<file path="src/rtl/mqs_pkg.sv">
`timescale 1ns / 1ps
// shared constants, types and codes of the message queue with id search
package mqs_pkg;

  // queue geometry
  localparam int DEPTH  = 16;
  localparam int SLOT_W = $clog2(DEPTH);
  localparam int CNT_W  = $clog2(DEPTH + 1);

  // field widths
  localparam int OP_W     = 2;
  localparam int ID_W     = 29;
  localparam int DATA_W   = 64;
  localparam int STATUS_W = 2;
  localparam int OCC_W    = 5;

  // stream word widths, padded to whole bytes
  localparam int IN_TDATA_W  = ((ID_W + DATA_W + 7) / 8) * 8;
  localparam int OUT_BODY_W  = ID_W + DATA_W + OCC_W;
  localparam int OUT_TDATA_W = ((OUT_BODY_W + 7) / 8) * 8;
  localparam int OUT_PAD_W   = OUT_TDATA_W - OUT_BODY_W;

  typedef logic [SLOT_W-1:0] slot_t;
  typedef logic [CNT_W-1:0]  cnt_t;

  typedef enum logic [OP_W-1:0] {
    OP_PUSH = 2'd0,
    OP_POP  = 2'd1,
    OP_FIND = 2'd2,
    OP_NOP  = 2'd3
  } op_t;

  typedef enum logic [STATUS_W-1:0] {
    ST_OK        = 2'd0,
    ST_FULL      = 2'd1,
    ST_EMPTY     = 2'd2,
    ST_NOT_FOUND = 2'd3
  } status_t;

  // controller to slot store: one read address, three write ports
  typedef struct packed {
    slot_t             rd_addr;
    logic              msg_we;
    slot_t             msg_addr;
    logic [ID_W-1:0]   msg_id;
    logic [DATA_W-1:0] msg_data;
    logic              nxt_we;
    slot_t             nxt_addr;
    slot_t             nxt_val;
    logic              prv_we;
    slot_t             prv_addr;
    slot_t             prv_val;
  } st_req_t;

  // slot store to controller: registered read data
  typedef struct packed {
    logic [ID_W-1:0]   msg_id;
    logic [DATA_W-1:0] msg_data;
    slot_t             nxt;
    slot_t             prv;
  } st_rsp_t;

endpackage

</file>
<file path="src/rtl/mqs_store.sv">
`timescale 1ns / 1ps
// slot store: message and link memories with one registered read port
module mqs_store (
  input  logic             clk,
  input  mqs_pkg::st_req_t req,
  output mqs_pkg::st_rsp_t rsp
);

  logic [mqs_pkg::ID_W-1:0]   id_mem   [mqs_pkg::DEPTH];
  logic [mqs_pkg::DATA_W-1:0] data_mem [mqs_pkg::DEPTH];
  mqs_pkg::slot_t             next_mem [mqs_pkg::DEPTH];
  mqs_pkg::slot_t             prev_mem [mqs_pkg::DEPTH];

  always_ff @(posedge clk) begin
    if (req.msg_we) begin
      id_mem[req.msg_addr]   <= req.msg_id;
      data_mem[req.msg_addr] <= req.msg_data;
    end
    if (req.nxt_we) begin
      next_mem[req.nxt_addr] <= req.nxt_val;
    end
    if (req.prv_we) begin
      prev_mem[req.prv_addr] <= req.prv_val;
    end
  end

  always_ff @(posedge clk) begin
    rsp.msg_id   <= id_mem[req.rd_addr];
    rsp.msg_data <= data_mem[req.rd_addr];
    rsp.nxt      <= next_mem[req.rd_addr];
    rsp.prv      <= prev_mem[req.rd_addr];
  end

endmodule

</file>
<file path="src/rtl/mqs_ctrl.sv">
`timescale 1ns / 1ps
// queue controller: slot allocation, list walk, unlink and result register
module mqs_ctrl (
  input  logic                         clk,
  input  logic                         rst_n,
  input  logic                         in_valid,
  output logic                         in_ready,
  input  logic [mqs_pkg::OP_W-1:0]     in_op,
  input  logic [mqs_pkg::ID_W-1:0]     in_id,
  input  logic [mqs_pkg::DATA_W-1:0]   in_data,
  output logic                         out_valid,
  input  logic                         out_ready,
  output logic [mqs_pkg::STATUS_W-1:0] out_status,
  output logic [mqs_pkg::ID_W-1:0]     out_id,
  output logic [mqs_pkg::DATA_W-1:0]   out_data,
  output logic [mqs_pkg::OCC_W-1:0]    out_occ,
  output mqs_pkg::st_req_t             st_req,
  input  mqs_pkg::st_rsp_t             st_rsp
);

  typedef enum logic {
    S_IDLE,
    S_WALK
  } state_t;

  state_t                        state_r;
  logic                          out_valid_r;
  mqs_pkg::status_t              out_status_r;
  logic [mqs_pkg::ID_W-1:0]      out_id_r;
  logic [mqs_pkg::DATA_W-1:0]    out_data_r;
  logic [mqs_pkg::OCC_W-1:0]     out_occ_r;
  logic [mqs_pkg::DEPTH-1:0]     used_r;
  mqs_pkg::slot_t                oldest_r;
  mqs_pkg::slot_t                newest_r;
  mqs_pkg::cnt_t                 count_r;
  mqs_pkg::cnt_t                 left_r;
  mqs_pkg::slot_t                cur_r;
  logic [mqs_pkg::ID_W-1:0]      key_r;
  logic                          pop_r;

  logic                          accept;
  logic                          full;
  logic                          hit;
  mqs_pkg::slot_t                free_slot;
  mqs_pkg::op_t                  op;

  // lowest clear bit of the used map
  function automatic mqs_pkg::slot_t lowest_free(input logic [mqs_pkg::DEPTH-1:0] used);
    mqs_pkg::slot_t idx;
    logic           found;
    idx   = '0;
    found = 1'b0;
    for (int i = 0; i < mqs_pkg::DEPTH; i++) begin
      if (!found && !used[i]) begin
        idx   = mqs_pkg::SLOT_W'(i);
        found = 1'b1;
      end
    end
    return idx;
  endfunction

  assign op        = mqs_pkg::op_t'(in_op);
  assign in_ready  = (state_r == S_IDLE) && (!out_valid_r || out_ready);
  assign accept    = in_valid && in_ready;
  assign full      = (count_r >= mqs_pkg::CNT_W'(mqs_pkg::DEPTH));
  assign free_slot = lowest_free(used_r);
  assign hit       = pop_r || (st_rsp.msg_id == key_r);

  assign out_valid  = out_valid_r;
  assign out_status = out_status_r;
  assign out_id     = out_id_r;
  assign out_data   = out_data_r;
  assign out_occ    = out_occ_r;

  // store requests: read the list head while idle, follow the link while walking
  always_comb begin
    st_req          = '0;
    st_req.rd_addr  = (state_r == S_WALK) ? st_rsp.nxt : oldest_r;
    st_req.msg_addr = free_slot;
    st_req.msg_id   = in_id;
    st_req.msg_data = in_data;
    if (accept && (op == mqs_pkg::OP_PUSH) && !full) begin
      st_req.msg_we = 1'b1;
      if (count_r != '0) begin
        st_req.nxt_we   = 1'b1;
        st_req.nxt_addr = newest_r;
        st_req.nxt_val  = free_slot;
        st_req.prv_we   = 1'b1;
        st_req.prv_addr = free_slot;
        st_req.prv_val  = newest_r;
      end
    end
    if ((state_r == S_WALK) && hit) begin
      if (cur_r != oldest_r) begin
        st_req.nxt_we   = 1'b1;
        st_req.nxt_addr = st_rsp.prv;
        st_req.nxt_val  = st_rsp.nxt;
      end
      if (cur_r != newest_r) begin
        st_req.prv_we   = 1'b1;
        st_req.prv_addr = st_rsp.nxt;
        st_req.prv_val  = st_rsp.prv;
      end
    end
  end

  always_ff @(posedge clk) begin
    if (!rst_n) begin
      state_r     <= S_IDLE;
      out_valid_r <= 1'b0;
      used_r      <= '0;
      oldest_r    <= '0;
      newest_r    <= '0;
      count_r     <= '0;
      left_r      <= '0;
      pop_r       <= 1'b0;
    end else begin
      if (out_valid_r && out_ready) begin
        out_valid_r <= 1'b0;
      end
      unique case (state_r)
        S_IDLE: begin
          if (accept) begin
            out_id_r   <= '0;
            out_data_r <= '0;
            out_occ_r  <= mqs_pkg::OCC_W'(count_r);
            unique case (op)
              mqs_pkg::OP_PUSH: begin
                out_valid_r <= 1'b1;
                if (full) begin
                  out_status_r <= mqs_pkg::ST_FULL;
                end else begin
                  out_status_r      <= mqs_pkg::ST_OK;
                  out_occ_r         <= mqs_pkg::OCC_W'(count_r + 1'b1);
                  used_r[free_slot] <= 1'b1;
                  if (count_r == '0) begin
                    oldest_r <= free_slot;
                  end
                  newest_r <= free_slot;
                  count_r  <= count_r + 1'b1;
                end
              end
              mqs_pkg::OP_POP, mqs_pkg::OP_FIND: begin
                if (count_r == '0) begin
                  out_valid_r  <= 1'b1;
                  out_status_r <= (op == mqs_pkg::OP_POP) ? mqs_pkg::ST_EMPTY
                                                          : mqs_pkg::ST_NOT_FOUND;
                end else begin
                  state_r <= S_WALK;
                  cur_r   <= oldest_r;
                  left_r  <= count_r;
                  key_r   <= in_id;
                  pop_r   <= (op == mqs_pkg::OP_POP);
                end
              end
              mqs_pkg::OP_NOP: begin
                out_valid_r  <= 1'b1;
                out_status_r <= mqs_pkg::ST_OK;
              end
            endcase
          end
        end
        S_WALK: begin
          if (hit) begin
            state_r       <= S_IDLE;
            out_valid_r   <= 1'b1;
            out_status_r  <= mqs_pkg::ST_OK;
            out_id_r      <= st_rsp.msg_id;
            out_data_r    <= st_rsp.msg_data;
            out_occ_r     <= mqs_pkg::OCC_W'(count_r - 1'b1);
            used_r[cur_r] <= 1'b0;
            count_r       <= count_r - 1'b1;
            // list ends only move when something stays on the list
            if (count_r != mqs_pkg::CNT_W'(1)) begin
              if (cur_r == oldest_r) begin
                oldest_r <= st_rsp.nxt;
              end
              if (cur_r == newest_r) begin
                newest_r <= st_rsp.prv;
              end
            end
          end else if (left_r == mqs_pkg::CNT_W'(1)) begin
            state_r      <= S_IDLE;
            out_valid_r  <= 1'b1;
            out_status_r <= mqs_pkg::ST_NOT_FOUND;
            out_id_r     <= '0;
            out_data_r   <= '0;
            out_occ_r    <= mqs_pkg::OCC_W'(count_r);
          end else begin
            left_r <= left_r - 1'b1;
            cur_r  <= st_rsp.nxt;
          end
        end
        default: begin
          state_r <= S_IDLE;
        end
      endcase
    end
  end

  a_count_bound: assert property (@(posedge clk) disable iff (!rst_n)
    count_r <= mqs_pkg::CNT_W'(mqs_pkg::DEPTH))
    else $error("stored count above queue depth");

  a_map_matches_count: assert property (@(posedge clk) disable iff (!rst_n)
    $countones(used_r) == int'(count_r))
    else $error("used map disagrees with stored count");

  a_walk_bounded: assert property (@(posedge clk) disable iff (!rst_n)
    (state_r == S_WALK) |-> ((left_r != '0) && (left_r <= count_r)))
    else $error("walk step count out of range");

  a_walk_no_result: assert property (@(posedge clk) disable iff (!rst_n)
    (state_r == S_WALK) |-> !out_valid_r)
    else $error("result pending during a walk");

  a_walk_slot_used: assert property (@(posedge clk) disable iff (!rst_n)
    (state_r == S_WALK) |-> used_r[cur_r])
    else $error("walk reached a free slot");

endmodule

</file>
<file path="src/rtl/message_queue_with_id_search.sv">
`timescale 1ns / 1ps
// top level of the message queue with id search
//
//  channel | direction | tdata (low bit up)                    | tuser
//  --------+-----------+---------------------------------------+-------------
//  in_     | slave     | msg_id[28:0], msg_data[63:0], pad      | op[1:0]
//  out_    | master    | out_id[28:0], out_data[63:0],          | status[1:0]
//          |           | occupancy[4:0], pad                    |
//
// a push is answered from the idle state; a pop reads the list head while idle, then unlinks it in the walk state;
// a find reads the list head, then walks one slot at a time, up to the occupancy,
// since the single read port of the slot store follows the links
// reset clears the control state and the used map; slot memories are not cleared
// a word is taken while idle and the result register is free or being drained;
// a stalled result holds in the output register
module message_queue_with_id_search (
  input  logic                            clk,
  input  logic                            rst_n,
  // input word
  input  logic                            in_tvalid,
  output logic                            in_tready,
  input  logic [mqs_pkg::IN_TDATA_W-1:0]  in_tdata,  // msg_id, msg_data
  input  logic [mqs_pkg::OP_W-1:0]        in_tuser,  // op
  // result word
  output logic                            out_tvalid,
  input  logic                            out_tready,
  output logic [mqs_pkg::OUT_TDATA_W-1:0] out_tdata, // out_id, out_data, occupancy
  output logic [mqs_pkg::STATUS_W-1:0]    out_tuser  // status
);

  mqs_pkg::st_req_t              st_req;
  mqs_pkg::st_rsp_t              st_rsp;
  logic [mqs_pkg::ID_W-1:0]      res_id;
  logic [mqs_pkg::DATA_W-1:0]    res_data;
  logic [mqs_pkg::OCC_W-1:0]     res_occ;

  // controller: allocation, walk and result register
  mqs_ctrl u_ctrl (
    .clk        (clk),
    .rst_n      (rst_n),
    .in_valid   (in_tvalid),
    .in_ready   (in_tready),
    .in_op      (in_tuser),
    .in_id      (in_tdata[mqs_pkg::ID_W-1:0]),
    .in_data    (in_tdata[mqs_pkg::ID_W+mqs_pkg::DATA_W-1:mqs_pkg::ID_W]),
    .out_valid  (out_tvalid),
    .out_ready  (out_tready),
    .out_status (out_tuser),
    .out_id     (res_id),
    .out_data   (res_data),
    .out_occ    (res_occ),
    .st_req     (st_req),
    .st_rsp     (st_rsp)
  );

  // message and link memories
  mqs_store u_store (
    .clk (clk),
    .req (st_req),
    .rsp (st_rsp)
  );

  // pack the result word, id in the low bits
  assign out_tdata = {{mqs_pkg::OUT_PAD_W{1'b0}}, res_occ, res_data, res_id};

endmodule
</file>
<file path="config.mk">
export PLATFORM = sky130hd
export DESIGN_NAME = message_queue_with_id_search
export DESIGN_NICKNAME = d
export VERILOG_FILES = /design/src/rtl/mqs_pkg.sv /design/src/rtl/mqs_store.sv /design/src/rtl/mqs_ctrl.sv /design/src/rtl/message_queue_with_id_search.sv
export SDC_FILE = /design/constraint.sdc
export NUM_CORES = 2
export LEC_CHECK = 0
export ABC_AREA = 1
export BUFFER_PORTS_ARGS = -buffer_cell sky130_fd_sc_hd__buf_2
export CORE_ASPECT_RATIO = 1.75
export CORE_MARGIN = 2
export CORE_UTILIZATION = 30
export DETAILED_ROUTE_END_ITERATION = 12
export PLACE_DENSITY_LB_ADDON = 0.1
export SLEW_MARGIN = 5
export SYNTH_ARGS = -nofsm -noshare
export SYNTH_HDL_FRONTEND = slang
export SYNTH_HIERARCHICAL = 1
export SYNTH_SLANG_ARGS = --single-unit
</file>
<file path="constraint.sdc">
create_clock -name clk -period 7.8 [get_ports clk]
set_input_delay 0.78 -clock clk [delete_from_list [all_inputs] [get_ports clk]]
set_output_delay 0.78 -clock clk [all_outputs]
set_load 0.03 [all_outputs]
</file>
==> flow_summary.json <==
{
  "num_io_pins": 210,
  "avgSynthCellArea_um2": 10.42,
  "die_y_um": 686.4,
  "place_congestion": 0.7435,
  "switchingPower_mw": 8.004,
  "clock.fmax_ghz": 0.2266,
  "synth_async_sr_flop_share_pct": 0,
  "ant_nets": 0,
  "synth_top_area_cell": "edfxtp_1",
  "setup_ws_ns": 3.386,
  "worstPathMaxFanout": 65,
  "totalWireLength_mm": 232.7,
  "clkTransAtPathRegs_ns": 0.07,
  "status": "complete, but fails checks",
  "synth_edf_count": 1749,
  "start_util_pct": 30.16,
  "fin_skew_ns": 0.06501,
  "grt_pass1_wl_mm": 339.7,
  "tns_ns": 0,
  "area_growth_pct": 12.65,
  "cts.root.buffer_cell": "clkbuf_16",
  "p_comb_share_pct": 19.9,
  "ys_warn_count": 6,
  "max-cap-violations": 0,
  "grt_use_total_pct": 16.96,
  "drc": 0,
  "cts_buffers": 193,
  "postCtsSetupRepairBufs": 0,
  "cts_htree_levels": 4,
  "drive_gt1_share_pct": 7.280,
  "synth_top_area_share_pct": 65.80,
  "cts_tree": "built",
  "seq_power_share_pct": 45.0,
  "power.internal_mw": 18.04,
  "end_kind": "flop",
  "powerDensity_nw_per_um2": 289.7,
  "hold_class": "primary input to flop",
  "viasPerCell": 4.481,
  "p_leak_nw": 37.21,
  "nets": 7776,
  "die_w_um": 393.9,
  "worst_pin_slew_ns": 1.568,
  "final_max_slew_viol_count": 59,
  "fillCellCount": 26480,
  "grt_max_degree": 198,
  "grt_pass1_vias": 50190,
  "timing.hold.ws_ns": 0.2533,
  "syn_area_um2": 79820,
  "hold_buffers": 0,
  "synth_cell_types": 39,
  "min_period_over_period_pct": 56.59,
  "synth_cells": 7661,
  "rows": 250,
  "cp_data_required_time_ns": 8.27,
  "overflow": 0,
  "final.min_clock_period_ns": 4.414,
  "wl_per_cell_um": 20.50,
  "core-area_um2": 264600,
  "ir_drop_mv": 0.1652,
  "cts_buffer_depth": 4,
  "p_sw_share_pct": 30.73,
  "cts-resized-gates": 0,
  "hold_viol_final": 0,
  "relSlewSlack_pct": -4.559,
  "seq_area_frac_synth_pct": 69.26,
  "dieArea_um2": 270400,
  "drt_iter0_markers": 3094,
  "setup_viol": 0,
  "dp_slack_ns": 3.275,
  "first_pass_iters": 5,
  "place_hpwl_mm": 111.7,
  "placement.io_buffers": 200,
  "vias": 50860,
  "rsz0062_at_grt": "false",
  "synth-main-ff-cell": "edfxtp_1",
  "failed_checks": "slew limit",
  "ys_ff_latch": 1887,
  "p_clk_share_pct": 35.1,
  "worst_skew_pair.late_latency_ns": 0.87,
  "netlist_top_cells_area": "edfxtp_1, nand2_1, nand3_1",
  "cp.arrival_ns": 4.88,
  "cp-start-kind": "flop",
  "antenna_found_initial": 40,
  "numClockSinks": 1887,
  "path_class": "flop to flop"
}
==> metal layers <==
metal | vias to the layer above | GRT usage, % | share of wire [%]
met3 | 391 | 2.377 | 3.6
met5 | - | 0 | 0.055
met1 | 25020 | 20.10 | 41
met4 | 22 | 5.016 | 2.9
met2 | 862 | 31.55 | 52
li1 | 24560 | - | -
==> cell type report <==
type	instances	area, um^2	area share, %
antenna	6	15.01	0.01670
timing repair buffer	264	1832	2.037
clock buffer	271	5344	5.944
sequential	1887	55280	61.49
tap	3528	4414	4.910
multi-input combinational	3921	17030	18.94
inverter	1399	5295	5.889
clock inverter	74	699.4	0.7779
==> critical path, cell delays in order (launching register included) <==
cell      delay, ns
edfxtp_1       0.38
xnor2_1        0.38
nand3_1        0.12
nor2_1         0.21
nand2_1        0.08
nor2_1         0.26
nand2_2        0.28
nand2_2        0.26
nand2_8        0.38
inv_1          0.19
nand2_1        0.21
o21ai_0        0.45
nand3_1        0.37
nor2_1         0.43
==> registers in the layout, indices dropped and copies added, names as in the netlist <==
| name | flops |
|---|---|
| u_store/data_mem | 1024 |
| u_store/prev_mem | 64 |
| u_ctrl/out_occ | 5 |
| u_ctrl/out_id | 29 |
| u_ctrl/out_data | 64 |
| u_store/id_mem | 464 |
| u_ctrl/pop_r | 1 |
| u_ctrl/left_r | 5 |
| u_ctrl/cur_r | 4 |
| u_store/rsp | 101 |
| u_ctrl/out_valid | 1 |
| u_ctrl/newest_r | 4 |
| u_ctrl/count_r | 5 |
| u_store/next_mem | 64 |
| u_ctrl/key_r | 29 |
| u_ctrl/oldest_r | 4 |
| u_ctrl/used_r | 16 |
| u_ctrl/state_r | 1 |
| u_ctrl/out_status | 2 |
==> cell families after synthesis <==
logic type | Yosys count | synth area share (%)
AO/OA/AOI/OAI | 111 | 0.7148
XOR/XNOR | 27 | 0.2963
adder cells (fa/ha/maj) | 8 | 0.1254
buffers and inverters | 1858 | 9.662
flip-flops | 1887 | 69.26
other | 1 | 0.004698
AND/OR/NAND/NOR | 3769 | 19.93
==> through the flow <==
stage / total power, mW / instances / utilization (%) / area [um^2]
2_1_floorplan: 15.36 / 7666 / - / 79840
6_report: 26.04 / 11350 / 33.98 / 89910
3_3_place_gp: 17.29 / 11000 / 31.69 / 83850
4_1_cts: 26.57 / 11340 / 33.97 / 89900
3_5_place_dp: 17.27 / 11000 / 31.69 / 83850
5_1_grt: 27.38 / 11350 / 33.97 / 89900
==> cell usage in the layout (no fill, tap or decap), types with 4 or more instances in the layout <==
| cell type | n |
|---|---|
| buf_12 | 28 |
| nand2_2 | 4 |
| nor2_1 | 192 |
| ha_1 | 8 |
| nor3_1 | 15 |
| clkbuf_16 | 194 |
| inv_1 | 1392 |
| xnor2_1 | 11 |
| clkinv_1 | 32 |
| nor2_4 | 20 |
| a21oi_1 | 48 |
| buf_2 | 200 |
| buf_4 | 36 |
| diode_2 | 6 |
| bufinv_16 | 13 |
| nand4_1 | 8 |
| edfxtp_1 | 1749 |
| clkbuf_1 | 57 |
| conb_1 | 6 |
| nand2_1 | 2253 |
| dfxtp_1 | 137 |
| xor2_1 | 16 |
| nand3_1 | 1258 |
| clkinv_2 | 23 |
| o21ai_0 | 52 |
| o21ai_4 | 4 |
| clkbuf_8 | 20 |
==> power groups by stage <==
stage	combinational, mW	clock (mW)	sequential [mW]
2_1_floorplan	3.38	0	12.0
3_3_place_gp	5.36	0	11.9
3_5_place_dp	5.34	0	11.9
4_1_cts	5.36	9.49	11.7
5_1_grt	5.82	9.80	11.8
6_report	5.18	9.15	11.7
==> worst paths after layout <==
check,start,to,slack [ns],cells past startpoint
worst max-delay path,u_ctrl/key_r[0],u_store/next_mem[11][1],3.39,13
worst max register to register,u_ctrl/key_r[0],u_store/next_mem[11][1],3.39,13
worst min register to register,u_ctrl/used_r[14],u_ctrl/used_r[14],0.50,2
worst min-delay path,in_tvalid,u_ctrl/out_valid,0.25,3
==> cell usage after synthesis (4+ instances only) <==
master       n
ha_1         8
xnor2_1     11
buf_6        4
clkbuf_1    86
nor2_1     209
a21oi_1     48
nand2_1   2253
buf_2      230
dfxtp_1    138
xor2_1      16
nor3_1      15
buf_1       27
nand3_1   1258
nand2_2      5
edfxtp_1  1749
buf_4      111
nand4_1      8
inv_1     1395
o21ai_0     56
(Power assumes the default switching activity.)
